$ cat config.mk
export PLATFORM = sky130hd
export DESIGN_NAME = star_text_tokenizer
export DESIGN_NICKNAME = d
export VERILOG_FILES = /design/src/stt_pkg.sv /design/src/stt_front.sv /design/src/stt_queue.sv /design/src/stt_back.sv /design/src/star_text_tokenizer.sv
export SDC_FILE = /design/constraint.sdc
export NUM_CORES = 1
export LEC_CHECK = 0
export BUFFER_PORTS_ARGS = -buffer_cell sky130_fd_sc_hd__buf_2
export CAP_MARGIN = 0
export CORE_MARGIN = 5
export CORE_UTILIZATION = 25
export CTS_CLUSTER_SIZE = 24
export DETAILED_ROUTE_END_ITERATION = 6
export SLEW_MARGIN = 20
export SYNTH_ARGS = -nofsm -noshare
export SYNTH_HDL_FRONTEND = slang
export SYNTH_SLANG_ARGS = --single-unit
$ cat constraint.sdc
create_clock -name clk -period 4.6 [get_ports clk]
set_input_delay 1.15 -clock clk [delete_from_list [all_inputs] [get_ports clk]]
set_output_delay 1.15 -clock clk [all_outputs]
set_load 0.01 [all_outputs]
$ cat src/stt_pkg.sv
package stt_pkg;

  // one input word: a document byte and its end flag
  typedef struct packed {
    logic [7:0] data_byte;
    logic       end_of_data;
  } in_t;

  // one output word
  typedef struct packed {
    logic [1:0] result_kind;
    logic [7:0] token_byte;
    logic [2:0] delimiter_class;
    logic       last;
  } out_t;

  typedef enum logic [1:0] {
    KIND_BYTE  = 2'd0,
    KIND_END   = 2'd1,
    KIND_ERROR = 2'd2
  } kind_t;

  localparam logic [2:0] DELIM_FILE_START = 3'd0;
  localparam logic [2:0] DELIM_SPACE      = 3'd1;
  localparam logic [2:0] DELIM_BLOCK      = 3'd2;
  localparam logic [2:0] DELIM_SINGLE     = 3'd3;
  localparam logic [2:0] DELIM_DOUBLE     = 3'd4;

  localparam logic [7:0] CH_SPACE  = 8'h20;
  localparam logic [7:0] CH_NL     = 8'h0A;
  localparam logic [7:0] CH_TAB    = 8'h09;
  localparam logic [7:0] CH_VT     = 8'h0B;
  localparam logic [7:0] CH_HASH   = 8'h23;
  localparam logic [7:0] CH_SEMI   = 8'h3B;
  localparam logic [7:0] CH_SQUOTE = 8'h27;
  localparam logic [7:0] CH_DQUOTE = 8'h22;

  localparam int MAX_RESULTS = 3;
  localparam int QUEUE_DEPTH = 4;
  localparam int QUEUE_AW    = $clog2(QUEUE_DEPTH);
  localparam int QUEUE_CW    = QUEUE_AW + 1;

  typedef struct packed {
    kind_t      kind;
    logic [7:0] data;
    logic [2:0] cls;
  } res_entry_t;

  // all results caused by one input byte
  typedef struct packed {
    logic [1:0]                        count;
    res_entry_t [MAX_RESULTS-1:0]      item;
  } bundle_t;

  typedef struct packed {
    logic full;
    logic empty;
  } q_status_t;

  function automatic logic is_space(logic [7:0] c);
    return (c == CH_SPACE) || (c == CH_NL) || (c == CH_TAB) || (c == CH_VT);
  endfunction

endpackage

$ cat src/stt_front.sv
module stt_front
  import stt_pkg::*;
(
  input  logic      clk,
  input  logic      rst,
  input  logic      text_valid,
  output logic      text_stall,
  input  in_t       text,
  input  q_status_t q_status,
  output logic      push,
  output bundle_t   bundle
);

  typedef enum logic [4:0] {
    MODE_IDLE    = 5'b00001,
    MODE_COMMENT = 5'b00010,
    MODE_BARE    = 5'b00100,
    MODE_BLOCK   = 5'b01000,
    MODE_QUOTE   = 5'b10000
  } mode_t;

  typedef enum logic [2:0] {
    HOLD_NONE  = 3'b001,
    HOLD_SEMI  = 3'b010,
    HOLD_QUOTE = 3'b100
  } hold_t;

  mode_t      mode, mode_next;
  hold_t      hold, hold_next;
  logic [2:0] delim, delim_next;
  logic       prev_nl;
  logic       seen;

  logic                         accept;
  logic [7:0]                   b;
  logic                         eod;
  logic                         sp;
  logic [7:0]                   qc;
  logic [2:0]                   start_cls;
  logic                         bare_go;
  logic [1:0]                   n;
  res_entry_t [MAX_RESULTS-1:0] item;

  function automatic res_entry_t entry(kind_t k, logic [7:0] v);
    res_entry_t e;
    e.kind = k;
    e.data = v;
    e.cls  = DELIM_FILE_START;
    return e;
  endfunction

  assign text_stall = q_status.full;
  assign accept     = text_valid && !q_status.full;
  assign b          = text.data_byte;
  assign eod        = text.end_of_data;
  assign sp         = is_space(b);
  assign qc         = (delim == DELIM_SINGLE) ? CH_SQUOTE : CH_DQUOTE;
  assign start_cls  = seen ? DELIM_SPACE : DELIM_FILE_START;

  always_comb begin
    mode_next  = mode;
    hold_next  = hold;
    delim_next = delim;
    bare_go    = 1'b0;
    n          = 2'd0;
    item       = '0;
    unique case (mode)
      MODE_COMMENT: begin
        if (b == CH_NL) begin
          mode_next = MODE_IDLE;
        end
      end
      MODE_BARE: begin
        if (sp) begin
          item[n] = entry(KIND_END, 8'd0); n = n + 2'd1;
          mode_next = MODE_IDLE;
        end else begin
          item[n] = entry(KIND_BYTE, b); n = n + 2'd1;
          if (eod) begin
            item[n] = entry(KIND_END, 8'd0); n = n + 2'd1;
          end
        end
      end
      MODE_BLOCK: begin
        if (b == CH_SEMI && prev_nl) begin
          item[n] = entry(KIND_END, 8'd0); n = n + 2'd1;
          mode_next = MODE_IDLE;
        end else begin
          item[n] = entry(KIND_BYTE, b); n = n + 2'd1;
          if (eod) begin
            item[n] = entry(KIND_ERROR, 8'd0); n = n + 2'd1;
          end
        end
      end
      MODE_QUOTE: begin
        if (hold == HOLD_QUOTE && sp) begin
          hold_next = HOLD_NONE;
          item[n] = entry(KIND_END, 8'd0); n = n + 2'd1;
          mode_next = MODE_IDLE;
        end else begin
          // held quote turned out to be content
          if (hold == HOLD_QUOTE) begin
            hold_next = HOLD_NONE;
            item[n] = entry(KIND_BYTE, qc); n = n + 2'd1;
          end
          if (b == qc) begin
            if (eod) begin
              item[n] = entry(KIND_END, 8'd0); n = n + 2'd1;
            end else begin
              hold_next = HOLD_QUOTE;
            end
          end else begin
            item[n] = entry(KIND_BYTE, b); n = n + 2'd1;
            if (eod) begin
              item[n] = entry(KIND_ERROR, 8'd0); n = n + 2'd1;
            end
          end
        end
      end
      default: begin
        mode_next = MODE_IDLE;
        hold_next = HOLD_NONE;
        if (hold == HOLD_SEMI) begin
          if (b == CH_NL) begin
            delim_next = DELIM_BLOCK;
            mode_next  = MODE_BLOCK;
            if (eod) begin
              item[n] = entry(KIND_ERROR, 8'd0); n = n + 2'd1;
            end
          end else begin
            item[n] = entry(KIND_BYTE, CH_SEMI); n = n + 2'd1;
            bare_go = 1'b1;
          end
        end else if (sp) begin
          mode_next = MODE_IDLE;
        end else if (b == CH_HASH) begin
          mode_next = MODE_COMMENT;
        end else if (b == CH_SEMI) begin
          delim_next = start_cls;
          if (eod) begin
            item[n] = entry(KIND_BYTE, CH_SEMI); n = n + 2'd1;
            item[n] = entry(KIND_END, 8'd0); n = n + 2'd1;
          end else begin
            hold_next = HOLD_SEMI;
          end
        end else if (b == CH_SQUOTE || b == CH_DQUOTE) begin
          delim_next = (b == CH_SQUOTE) ? DELIM_SINGLE : DELIM_DOUBLE;
          mode_next  = MODE_QUOTE;
          if (eod) begin
            item[n] = entry(KIND_ERROR, 8'd0); n = n + 2'd1;
          end
        end else begin
          delim_next = start_cls;
          bare_go    = 1'b1;
        end
        if (bare_go) begin
          mode_next = MODE_BARE;
          if (sp) begin
            item[n] = entry(KIND_END, 8'd0); n = n + 2'd1;
            mode_next = MODE_IDLE;
          end else begin
            item[n] = entry(KIND_BYTE, b); n = n + 2'd1;
            if (eod) begin
              item[n] = entry(KIND_END, 8'd0); n = n + 2'd1;
            end
          end
        end
      end
    endcase
  end

  always_comb begin
    bundle.count = n;
    for (int i = 0; i < MAX_RESULTS; i++) begin
      bundle.item[i]     = item[i];
      bundle.item[i].cls = delim_next;
    end
  end

  assign push = accept && (n != 2'd0);

  always_ff @(posedge clk) begin
    if (rst) begin
      mode    <= MODE_IDLE;
      hold    <= HOLD_NONE;
      delim   <= DELIM_FILE_START;
      prev_nl <= 1'b0;
      seen    <= 1'b0;
    end else if (accept) begin
      if (eod) begin
        mode    <= MODE_IDLE;
        hold    <= HOLD_NONE;
        delim   <= DELIM_FILE_START;
        prev_nl <= 1'b0;
        seen    <= 1'b0;
      end else begin
        mode    <= mode_next;
        hold    <= hold_next;
        delim   <= delim_next;
        prev_nl <= (b == CH_NL);
        seen    <= 1'b1;
      end
    end
  end

endmodule

$ cat src/stt_queue.sv
module stt_queue
  import stt_pkg::*;
(
  input  logic      clk,
  input  logic      rst,
  input  logic      push,
  input  bundle_t   wdata,
  input  logic      pop,
  output bundle_t   head,
  output q_status_t status
);

  bundle_t              slots [QUEUE_DEPTH];
  logic [QUEUE_AW-1:0]  wr_ptr;
  logic [QUEUE_AW-1:0]  rd_ptr;
  logic [QUEUE_CW-1:0]  count;

  assign head         = slots[rd_ptr];
  assign status.full  = (count == QUEUE_CW'(QUEUE_DEPTH));
  assign status.empty = (count == '0);

  always_ff @(posedge clk) begin
    if (push) begin
      slots[wr_ptr] <= wdata;
    end
  end

  always_ff @(posedge clk) begin
    if (rst) begin
      wr_ptr <= '0;
      rd_ptr <= '0;
      count  <= '0;
    end else begin
      if (push) begin
        wr_ptr <= wr_ptr + 1'b1;
      end
      if (pop) begin
        rd_ptr <= rd_ptr + 1'b1;
      end
      if (push && !pop) begin
        count <= count + 1'b1;
      end else if (pop && !push) begin
        count <= count - 1'b1;
      end
    end
  end

endmodule

$ cat src/stt_back.sv
module stt_back
  import stt_pkg::*;
(
  input  logic      clk,
  input  logic      rst,
  input  bundle_t   head,
  input  q_status_t q_status,
  output logic      pop,
  output logic      token_valid,
  input  logic      token_stall,
  output out_t      token
);

  logic [1:0] idx;
  logic       last;
  logic       fire;
  res_entry_t cur;

  assign cur         = head.item[idx];
  assign last        = (idx == head.count - 2'd1);
  assign token_valid = !q_status.empty;
  assign fire        = token_valid && !token_stall;
  assign pop         = fire && last;

  assign token.result_kind     = cur.kind;
  assign token.token_byte      = cur.data;
  assign token.delimiter_class = cur.cls;
  assign token.last            = last;

  always_ff @(posedge clk) begin
    if (rst) begin
      idx <= 2'd0;
    end else if (fire) begin
      idx <= last ? 2'd0 : idx + 2'd1;
    end
  end

endmodule

$ cat src/star_text_tokenizer.sv
// star text tokenizer: splits a document byte stream into tokens
// text channel: one document byte per word with end_of_data on the final byte;
//   a word is taken at a rising edge with text_valid high and text_stall low
// token channel: one result per word (content byte, token end or error), with
//   the token's delimiter class and last set on the final result of its byte
// a front scanner classifies each byte in the cycle it is taken and writes the
//   results it causes (none to three) into a four-entry queue; a back stage
//   hands them out one per cycle while token_stall is low
// a byte's results are registered in the queue ahead of the token channel
// throughput: one byte per cycle while bytes give at most one result each and
//   token_stall stays low; a byte giving two or three results puts each of them
//   out in turn, and text_stall rises only once the queue is full
// bytes giving no result (whitespace, comments, an opening quote) push nothing
// reset: queue empty, scanner between tokens at document start, no word valid
// token_stall: the current word holds steady, the queue fills, then text_stall
// end_of_data returns the scanner to its reset state for the next document
module star_text_tokenizer
  import stt_pkg::*;
(
  input  logic clk,
  input  logic rst,
  input  logic text_valid,
  output logic text_stall,
  input  in_t  text,
  output logic token_valid,
  input  logic token_stall,
  output out_t token
);

  q_status_t q_status;
  logic      push;
  logic      pop;
  bundle_t   push_bundle;
  bundle_t   head;

  // scanner: mode, held candidate and delimiter class
  stt_front u_front (
    .clk        (clk),
    .rst        (rst),
    .text_valid (text_valid),
    .text_stall (text_stall),
    .text       (text),
    .q_status   (q_status),
    .push       (push),
    .bundle     (push_bundle)
  );

  // per-byte result groups between scanner and output
  stt_queue u_queue (
    .clk    (clk),
    .rst    (rst),
    .push   (push),
    .wdata  (push_bundle),
    .pop    (pop),
    .head   (head),
    .status (q_status)
  );

  // serializes one group onto the token channel
  stt_back u_back (
    .clk         (clk),
    .rst         (rst),
    .head        (head),
    .q_status    (q_status),
    .pop         (pop),
    .token_valid (token_valid),
    .token_stall (token_stall),
    .token       (token)
  );

endmodule
### Yosys cells after proc, flatten, opt, wreduce, memory -nomap -nowiden

Memories as Yosys holds them, arrays and structs flattened. A register that Yosys moved wholly into a read port is not among the register bits.
Cells that the tools add are included.

| storage, ports and cells | value |
|---|---|
| memories | 1 |
| bits in read-only memories | 0 |
| input bits | 13 |
| bits in writable memories | 164 |
| bits in registers | 22 |
| logic and storage cells | 208 |
| bits in latches | 0 |
| output and inout bits | 16 |

| cells by class | value |
|---|---|
| divide/modulo/power cells | 0 |
| multiply operators | 0 |
| muxes and demuxes | 115 |
| $lt $le $gt $ge | 9 |
| eq/ne operators | 24 |
| shift-type cells | 0 |
| add/sub/neg operators | 10 |
| bitwise operators | 12 |
| reductions and logical operators | 28 |

Memory list:

| memory | words | bits a word | read ports | clocked after Yosys merged registers in | wr ports | RTL line | RTL |
|---|---|---|---|---|---|---|---|
| u_queue.slots | 4 | 41 | 1 | 1 | 1 | stt_queue.sv:13 | `bundle_t slots [QUEUE_DEPTH];` |

Operator list:

| operator | number |
|---|---|
| 13-bit two-way mux | 18 |
| 39-bit two-way mux | 6 |
| 36-bit inverter | 4 |
| 13-bit demux with 2-bit select | 4 |
| 26-bit case mux with 4 select lines | 1 |
| 39-bit bitwise mux | 2 |
| 26-bit two-way mux | 3 |
| 36-bit AND | 2 |
| 3-bit two-way mux | 20 |
| 5-bit two-way mux | 11 |
| 12-bit two-way mux | 4 |
| 2-bit two-way mux | 24 |
| 8-bit by 6-bit equality test with 1-bit output, second input constant | 5 |
| 12-bit by 36-bit AND with 36-bit output | 1 |
| 24-bit by 36-bit AND with 36-bit output | 1 |
| 13-bit binary-select mux with 2-bit select | 1 |
| 13-bit case mux with 2 select lines | 1 |
| 25-bit two-way mux | 1 |
| 8-bit by 4-bit equality test with 1-bit output, second input constant | 3 |
| 5-bit case mux with 4 select lines | 1 |
| 2-bit by 3-bit less-than comparator with 1-bit output, second input constant | 5 |
| 2-bit by 1-bit adder with 2-bit output, second input constant | 7 |
| 1-bit two-way mux | 14 |
| 1-bit logical AND | 12 |
| 30 further kinds | 47 |

### Longest topological paths before layout

Gate-level depths: netlist (run 1).

| depth | value |
|---|---|
| depth after elaboration | 20 |
| mapped depth | 18 |
| mapped depth without buffers | 16 |

### By module

A second synthesis (run 1) with hierarchy kept.

| second synthesis, totals | value |
|---|---|
| cell total of the unflattened synthesis | 611 |
| area, all modules | 8822.2 um2 |

Modules (own cells, without submodules):

| module | area an instance (um2) | cells an instance | seq. area each (um2) | times used |
|---|---|---|---|---|
| stt_queue | 6396.1 | 259 | 5104.9 | 1 |
| stt_front | 2000.7 | 291 | 260.2 | 1 |
| stt_back | 425.4 | 61 | 40.0 | 1 |

### Worst setup path after synthesis (run 1)

Ideal clock, no wire load.

| timing path | value |
|---|---|
| path type | input to register |
| from | in text[3] in the netlist's numbering |
| to | reg u_queue.count[2] |
| setup time | 0.070 ns |
| stages on the path | 15 |
| required time | 4.530 ns |
| arrival time | 4.578 ns |
| buffers on the path | 1 |
| path slack | -0.048 ns |
| cell sequence | buf_2 > nor3_4 > nand3_1 > nor2_1 > inv_1 > ha_1 > a2111oi_2 > o32ai_2 > a31oi_4 > ha_1 > inv_1 > fa_1 > xor2_1 > or3_1 > a21oi_1 |

| between the ends | value |
|---|---|
| longest elaborated chain between the ends | 19 |
| elaborated cells between the ends (all ways) | 46 |
| those cells by class | add/sub: 2; eq/ne: 9; mux: 23; reduce/logical: 12 |

RTL lines:

| what | RTL line | RTL |
|---|---|---|
| from (decl) | star_text_tokenizer.sv:24 | `input in_t text,` |
| 8-bit by 6-bit equality test with 1-bit output | stt_front.sv:146 | `end else if (b == CH_SQUOTE \|\| b == CH_DQUOTE) begin` |
| 1-bit logical OR | stt_front.sv:146 |  |
| 2-bit two-way mux | stt_front.sv:146 |  |
| 2-bit two-way mux | stt_front.sv:138 | `end else if (b == CH_SEMI) begin` |
| 2-bit two-way mux | stt_front.sv:136 | `end else if (b == CH_HASH) begin` |
| 2-bit two-way mux | stt_front.sv:134 | `end else if (sp) begin` |
| 2-bit two-way mux | stt_front.sv:123 | `if (hold == HOLD_SEMI) begin` |
| 2-bit two-way mux | stt_front.sv:67 | `unique case (mode)` |
| [4 not listed] | n/a |  |
| 2-bit two-way mux | stt_front.sv:156 | `if (bare_go) begin` |
| 2-bit case mux with 4 select lines * | stt_front.sv:67 |  |
| 2-bit nonzero test * | stt_front.sv:180 | `assign push = accept && (n != 2'd0);` |
| 1-bit logical AND * | stt_front.sv:180 |  |
| named net push | star_text_tokenizer.sv:31 | `logic push;` |
| 1-bit logical NOT | stt_queue.sv:42 | `end else if (pop && !push) begin` |
| 1-bit logical AND | stt_queue.sv:42 |  |
| 2-bit nonzero test (no line) | n/a |  |
| to (signal assigned) | stt_queue.sv:41 | `count <= count + 1'b1;` |
| to (signal assigned) | stt_queue.sv:43 | `count <= count - 1'b1;` |
| to (decl) | stt_queue.sv:16 | `logic [QUEUE_CW-1:0] count;` |

The timed path passes the listed nets; every way through them passes the cells marked *. The select of a mux whose other input is x is not followed.
A chain may end at the register's enable or synchronous reset.

### Worst setup path in the final report (run 1)

| timing path | value |
|---|---|
| from | in text[5] in the netlist's numbering |
| to | reg u_queue.count[2] |

The elaborated chain is that of the path after synthesis.

==> results.sh, run 1 <==
export IMPL_cts_hold_buffers=0
export IMPL_setup_tns_ns=0
export IMPL_cts_buffers=17
export IMPL_syn_inst=567
export IMPL_layout_commonest_cell="edfxtp_1"
export IMPL_tightest_slew_ns=0.715
export IMPL_core_um2=30700
export IMPL_synth_simple_area_share=0.115
export IMPL_yosys_area_share_adder=0.0266
export IMPL_rrSetupSlack_ns=0.71
export IMPL_io_buffers=28
export IMPL_status="finished clean"
export IMPL_seq_power_share=0.453
export IMPL_timing_final_ws_setup_ns=0.441
export IMPL_cts_sinks=164
export IMPL_fmax_mhz=240
export IMPL_hp_class="flop to flop"
export IMPL_clk_latency_ns=0.42
export IMPL_fin_total_pwr_mw=4.04
export IMPL_power_density_nw_per_um2=437
export IMPL_grt_usage=0.101
export IMPL_cts_resized=0
export IMPL_drc=0
export IMPL_die_x_um=187
export IMPL_ir_drop_v=0.000184
export IMPL_critPathMaxFanout=5
export IMPL_worstPathRequired_ns=4.95
export IMPL_grt_pass1_vias=4861
export IMPL_p_sw_frac=0.270
export IMPL_drv_cap=0
export IMPL_cts_buffer_depth=2
export IMPL_yosysWarnings=0
export IMPL_synth_compound_area_frac=0.0940
export IMPL_final_antenna_net_count=0
export IMPL_grt_max_degree=36
export IMPL_critical_path_arrival_ns=4.51
export IMPL_gp_congestion=0.892
export IMPL_startpoint_type="primary input"
export IMPL_cts_tree="done"
export IMPL_ios=29
export IMPL_setup_violations=0
export IMPL_finClkSkew_ns=0.0101
export IMPL_dieHeight_um=187
export IMPL_synthFlopType="edfxtp_1"
export IMPL_nets=647
export IMPL_antenna_found_initial=3
export IMPL_fin_hold_ws_ns=0.487
export IMPL_synth_edff_count=140
export IMPL_synth_seq_cells=164
export IMPL_end_kind="flop"
export IMPL_dpl_hpwl_um=12200
export IMPL_detail_route_vias_per_cell=4.72
export IMPL_dieArea_um2=34900
export IMPL_yosysSeqAreaShare=0.600
export IMPL_cts_setup_buffers=0
export IMPL_drv_slew=0
export IMPL_yosysUniqueCellTypes=68
export IMPL_pre_cts_slack_ns=0.0173
export IMPL_hold_viol_final=0
export IMPL_netlist_area_um2=7810
export IMPL_dr_pass1_iters=4
export IMPL_grt_ovfl_total=0
export IMPL_syn_nets=596
export IMPL_start_util=0.254
export IMPL_avgSynthCellArea_um2=13.8
export IMPL_multi_input_area_um2=2900
export IMPL_avgRoutedWirePerCell_um=17.3
export IMPL_drive_gt1_frac=0.254
export IMPL_p_leak_nw=3.08
export IMPL_switchingPower_mw=1.09
export IMPL_finalCriticalPeriod_ns=4.16
export IMPL_p_int_mw=2.95
export IMPL_fill_cells=3111
export IMPL_slew_headroom=0.523
export IMPL_grt_pass1_wl_um=27600
export IMPL_synth_mux_area_frac=0.126
export IMPL_diodes=0
export IMPL_synthXorXnorAreaFrac=0.00897
export IMPL_async_flop_share=0
export IMPL_final_cell_mix="edfxtp_1, nor2_1, mux4_2"
export IMPL_drt_initial_drc_count=427
export IMPL_rows=64
export IMPL_areaGrowthSynthToFinish_pct=18.4
export IMPL_totalWireLength_um=17800
export IMPL_clkSlewWorstSetupHoldPaths_ns=0.06
export IMPL_cts_max_level=4
export IMPL_p_comb_frac=0.199
export IMPL_root_buffer="clkbuf_16"
export IMPL_timing_final_crit_share=0.904
export IMPL_rsz0062_at_grt="false"
export IMPL_vias=4843
export IMPL_clkPwrFrac=0.348
export IMPL_synth_top_family_by_area="multiplexers"
export IMPL_regArea_um2=4690
export IMPL_path_class="primary input to flop"
final timing paths:
path | from | to | cells past startpoint
min | u_front.seen | u_front.seen | 2
min reg2reg | u_front.seen | u_front.seen | 2
max | text[5] | u_queue.count[2] | 16
max reg2reg | u_front.hold[1] | u_queue.count[2] | 15
worst max-delay path: stages:
cell and delay [ns]:
buf_2 0.15, and4bb_2 0.29, a31oi_4 0.19, nor2_1 0.06, nor2_1 0.24, ha_1 0.23, a2111oi_0 0.08, a2111oi_2 0.39
o32ai_2 0.20, a31oi_4 0.23, ha_1 0.20, inv_1 0.06, fa_1 0.43, xor2_1 0.18, or3_1 0.31, a21oi_1 0.14
cell families after synthesis:
logic type	Yosys count
buf+inv	57
flops	164
compound gates	98
fa+ha+maj	16
mux	54
xor+xnor	8
simple gates	170
stage by stage:
step | util | std cells | cell area [um2]
2_1_floorplan | - | 567 | 7820
3_3_place_gp | 0.281 | 995 | 8650
3_5_place_dp | 0.281 | 995 | 8650
4_1_cts | 0.301 | 1027 | 9250
5_1_grt | 0.301 | 1027 | 9250
6_report | 0.301 | 1027 | 9250
sequential cells by signal, indices dropped and copies added, names as in the netlist, named ones only:
signal	cells
u_back.idx	2
u_queue.slots	140
u_front.mode	5
u_front.seen	1
u_front.prev_nl	1
u_front.hold	3
u_queue.wr_ptr	2
u_queue.count	3
u_front.delim	3
u_queue.rd_ptr	2
layout make-up:
type / instances / area share
clock buffers: 17 / 0.0460
repair buffers: 65 / 0.0519
well taps: 396 / 0.0536
flip-flops and latches: 164 / 0.507
clock inverters: 15 / 0.0184
inverters: 24 / 0.00974
multi-input cells: 346 / 0.314
routing by layer:
| metal | global-route usage | up-vias | part of all wire | wire (um) |
|---|---|---|---|---|
| met1 | 0.134 | 2439 | 0.45 | 8070 |
| met4 | 0.0284 | 6 | 0.0081 | 144 |
| met3 | 0.0267 | 14 | 0.051 | 916 |
| met5 | 0 | - | 0.0023 | 41 |
| li1 | - | 2267 | - | - |
| met2 | 0.164 | 117 | 0.48 | 8620 |
cell usage after synthesis, types with 5 or more instances:
cell | number | area [um2]
edfxtp_1 | 140 | 4200
nor2_1 | 49 | 184
mux4_2 | 35 | 788
nand2_1 | 25 | 93.8
dfxtp_1 | 24 | 480
inv_1 | 24 | 90.1
a21oi_1 | 21 | 105
and2_1 | 21 | 131
o21ai_0 | 18 | 90.1
mux2i_1 | 17 | 170
ha_1 | 15 | 188
nand3_1 | 15 | 75.1
nand2b_1 | 13 | 81.3
o22ai_1 | 13 | 81.3
clkbuf_1 | 12 | 45.0
buf_2 | 10 | 50.1
buf_1 | 9 | 33.8
and3_1 | 8 | 50.1
nor3_1 | 8 | 40.0
or3_1 | 7 | 43.8
a21boi_0 | 5 | 37.5
nor4_1 | 5 | 31.3
xnor2_1 | 5 | 43.8
power groups by stage:
| stage | Clock [mW] | Sequential, mW | Combinational, mW |
|---|---|---|---|
| after global placement | 0 | 1.86 | 0.815 |
| after global routing | 1.50 | 1.85 | 0.883 |
| after detailed placement | 0 | 1.87 | 0.820 |
| final | 1.41 | 1.83 | 0.804 |
| after CTS | 1.44 | 1.83 | 0.823 |
| after floorplan | 0 | 1.82 | 0.585 |
No activity file was read; power rests on OpenSTA's default activity.
==> run 2: changes to the inputs <==
--- a/config.mk
+++ b/config.mk
@@ -11,6 +11,7 @@
 export CORE_UTILIZATION = 25
 export CTS_CLUSTER_SIZE = 24
 export DETAILED_ROUTE_END_ITERATION = 6
+export SETUP_SLACK_MARGIN = 0.5
 export SLEW_MARGIN = 20
 export SYNTH_ARGS = -nofsm -noshare
 export SYNTH_HDL_FRONTEND = slang
==> run 2 against run 1 <==
Against the previous run: largest cell class unchanged; sequential share of layout area decreased by 0.76 points; critical path type unchanged; critical endpoint unchanged; clock skew is essentially flat; clock-buffer cell count unchanged; core utilization increased by 0.46 points; first-iteration DRC count is 27% lower; combinational power is 2.7% higher; final area is 1.5% higher; hold slack worse by 0.0074 ns.
==> results.sh, run 2 (synthesis gave the netlist of run 1 again) <==
export IMPL_detail_route_vias_per_cell=4.77
export IMPL_antenna_found_initial=2
export IMPL_start_util=0.254
export IMPL_vias=4896
export IMPL_path_class="primary input to flop"
export IMPL_reg2reg_depth=14
export IMPL_timing_final_ws_setup_ns=0.597
export IMPL_rrSetupSlack_ns=0.96
export IMPL_ios=29
export IMPL_hold_viol_final=0
export IMPL_slew_headroom=0.509
export IMPL_hold_path_end="u_front.seen"
export IMPL_setup_tns_ns=0
export IMPL_hp_class="flop to flop"
export IMPL_finClkSkew_ns=0.0102
export IMPL_drv_cap=0
export IMPL_drc=0
export IMPL_clkSlewWorstSetupHoldPaths_ns=0.07
export IMPL_hp_start="u_front.seen"
export IMPL_nets=646
export IMPL_seq_power_share=0.430
export IMPL_drive_gt1_frac=0.270
export IMPL_diodes=0
export IMPL_p_comb_frac=0.195
export IMPL_timing_rr_end="u_queue.count[2]"
export IMPL_grt_pass1_vias=4907
export IMPL_fin_hold_ws_ns=0.480
export IMPL_timing_final_crit_share=0.870
export IMPL_grt_max_degree=36
export IMPL_tightest_slew_ns=0.731
export IMPL_drv_slew=0
export IMPL_status="finished clean"
export IMPL_grt_ovfl_total=0
export IMPL_layoutNonFillerInstCount=1026
export IMPL_regArea_um2=4690
export IMPL_grt_usage=0.107
export IMPL_final_core_util=0.305
export IMPL_die_x_um=187
export IMPL_io_buffers=28
export IMPL_p_sw_frac=0.264
export IMPL_dieHeight_um=187
export IMPL_final_antenna_net_count=0
export IMPL_reg_top3="u_queue.slots (140), u_front.mode (5)"
export IMPL_p_int_mw=3.12
export IMPL_reg2reg_from="u_front.hold[1]"
export IMPL_clk_latency_ns=0.43
export IMPL_cts_hold_buffers=0
export IMPL_drt_initial_drc_count=311
export IMPL_p_leak_nw=3.12
export IMPL_grt_pass1_wl_um=29000
export IMPL_layout_commonest_cell="edfxtp_1"
export IMPL_hold_depth=2
export IMPL_totalWireLength_um=18400
export IMPL_setup_violations=0
export IMPL_clkPwrFrac=0.375
export IMPL_post_dp_cell_area_um2=8630
export IMPL_regMostFlops="u_queue.slots"
export IMPL_ir_drop_v=0.000207
export IMPL_critPathMaxFanout=5
export IMPL_startpoint_type="primary input"
export IMPL_areaGrowthSynthToFinish_pct=20.2
export IMPL_critical_path_arrival_ns=4.35
export IMPL_pre_cts_slack_ns=0.0593
export IMPL_cts_tree="done"
export IMPL_fmax_mhz=250
export IMPL_fill_cells=3057
export IMPL_dieArea_um2=34900
export IMPL_dr_pass1_iters=4
export IMPL_power_density_nw_per_um2=451
export IMPL_rsz0062_at_grt="false"
export IMPL_rows=64
export IMPL_fin_area_um2=9390
export IMPL_dpl_hpwl_um=12300
export IMPL_switchingPower_mw=1.12
export IMPL_avgRoutedWirePerCell_um=17.9
export IMPL_cts_buffers=17
export IMPL_cts_buffer_depth=2
export IMPL_multi_input_area_um2=2980
export IMPL_gp_congestion=0.910
export IMPL_placed_cells=989
export IMPL_largest_register_ff_count=140
export IMPL_finalCriticalPeriod_ns=4.00
export IMPL_core_um2=30700
export IMPL_final_cell_mix="edfxtp_1, nor2_1, mux4_2"
export IMPL_cts_max_level=4
export IMPL_fin_total_pwr_mw=4.24
export IMPL_worstPathRequired_ns=4.95
export IMPL_root_buffer="clkbuf_16"
export IMPL_end_kind="flop"
export IMPL_cts_sinks=164
-- run 2: cell count changes in the layout (fill, tap and decap cells not counted), moves of 2 or more --
cell	change
bufinv_16	+3
clkinv_4	-3
inv_6	+3
nor2_1	-3
buf_4	-2
ha_1	-2
inv_8	-2
nor2_4	+2
-- run 2: area by class of cell --
cell class                      instances  area share
Clock inverter                         15      0.0258
Sequential cell                       164       0.499
Clock buffer                           17      0.0453
Multi-Input combinational cell        346       0.317
Inverter                               24     0.00959
Tap cell                              396      0.0528
Timing Repair Buffer                   64      0.0508
-- run 2: layer usage --
metal / up-vias / GRT usage / wire length [um]
met5: - / 0 / 25
met4: 4 / 0.0319 / 310
met3: 24 / 0.0312 / 914
met1: 2479 / 0.137 / 8120
met2: 124 / 0.176 / 9000
li1: 2265 / - / -
-- run 2: power groups by stage --
stage / logic (mW) / clock network, mW / registers (mW)
after floorplan: 0.590 / 0 / 1.82
after global placement: 0.834 / 0 / 1.85
after detailed placement: 0.839 / 0 / 1.86
after CTS: 0.845 / 1.62 / 1.82
after global routing: 0.908 / 1.69 / 1.84
final: 0.826 / 1.59 / 1.82
-- run 2: what timing repair did --
action | in CTS | in global routing
setup buffers | 0 | 5
pin swaps | 0 | 6
gates resized for setup | 1 | 7
hold endpoints to repair | 0 | 0
endpoints found under the setup margin | 1 | 1
-- run 2: worst max-delay path by stage --
stage,from,to,slack [ns],cells past startpoint
floorplan,text[3],u_queue.count[2],0.29,15
global placement,text[6],u_queue.count[2],0.20,16
detailed placement,text[2],u_queue.count[2],0.06,16
CTS,text[8],u_queue.count[2],0.52,15
global route,text[3],u_queue.count[2],0.50,16
finish,text[3],u_queue.count[2],0.60,16
-- run 2: worst max-delay path, cell delays in order --
cell	delay, ns
buf_2	0.17
nor3_4	0.30
buf_6	0.15
nand3_4	0.10
nor2_4	0.11
inv_2	0.08
ha_4	0.25
a2111oi_4	0.38
o32ai_2	0.17
a31oi_4	0.17
ha_2	0.22
inv_1	0.06
fa_2	0.39
xor2_1	0.18
or3_1	0.31
a21oi_1	0.17
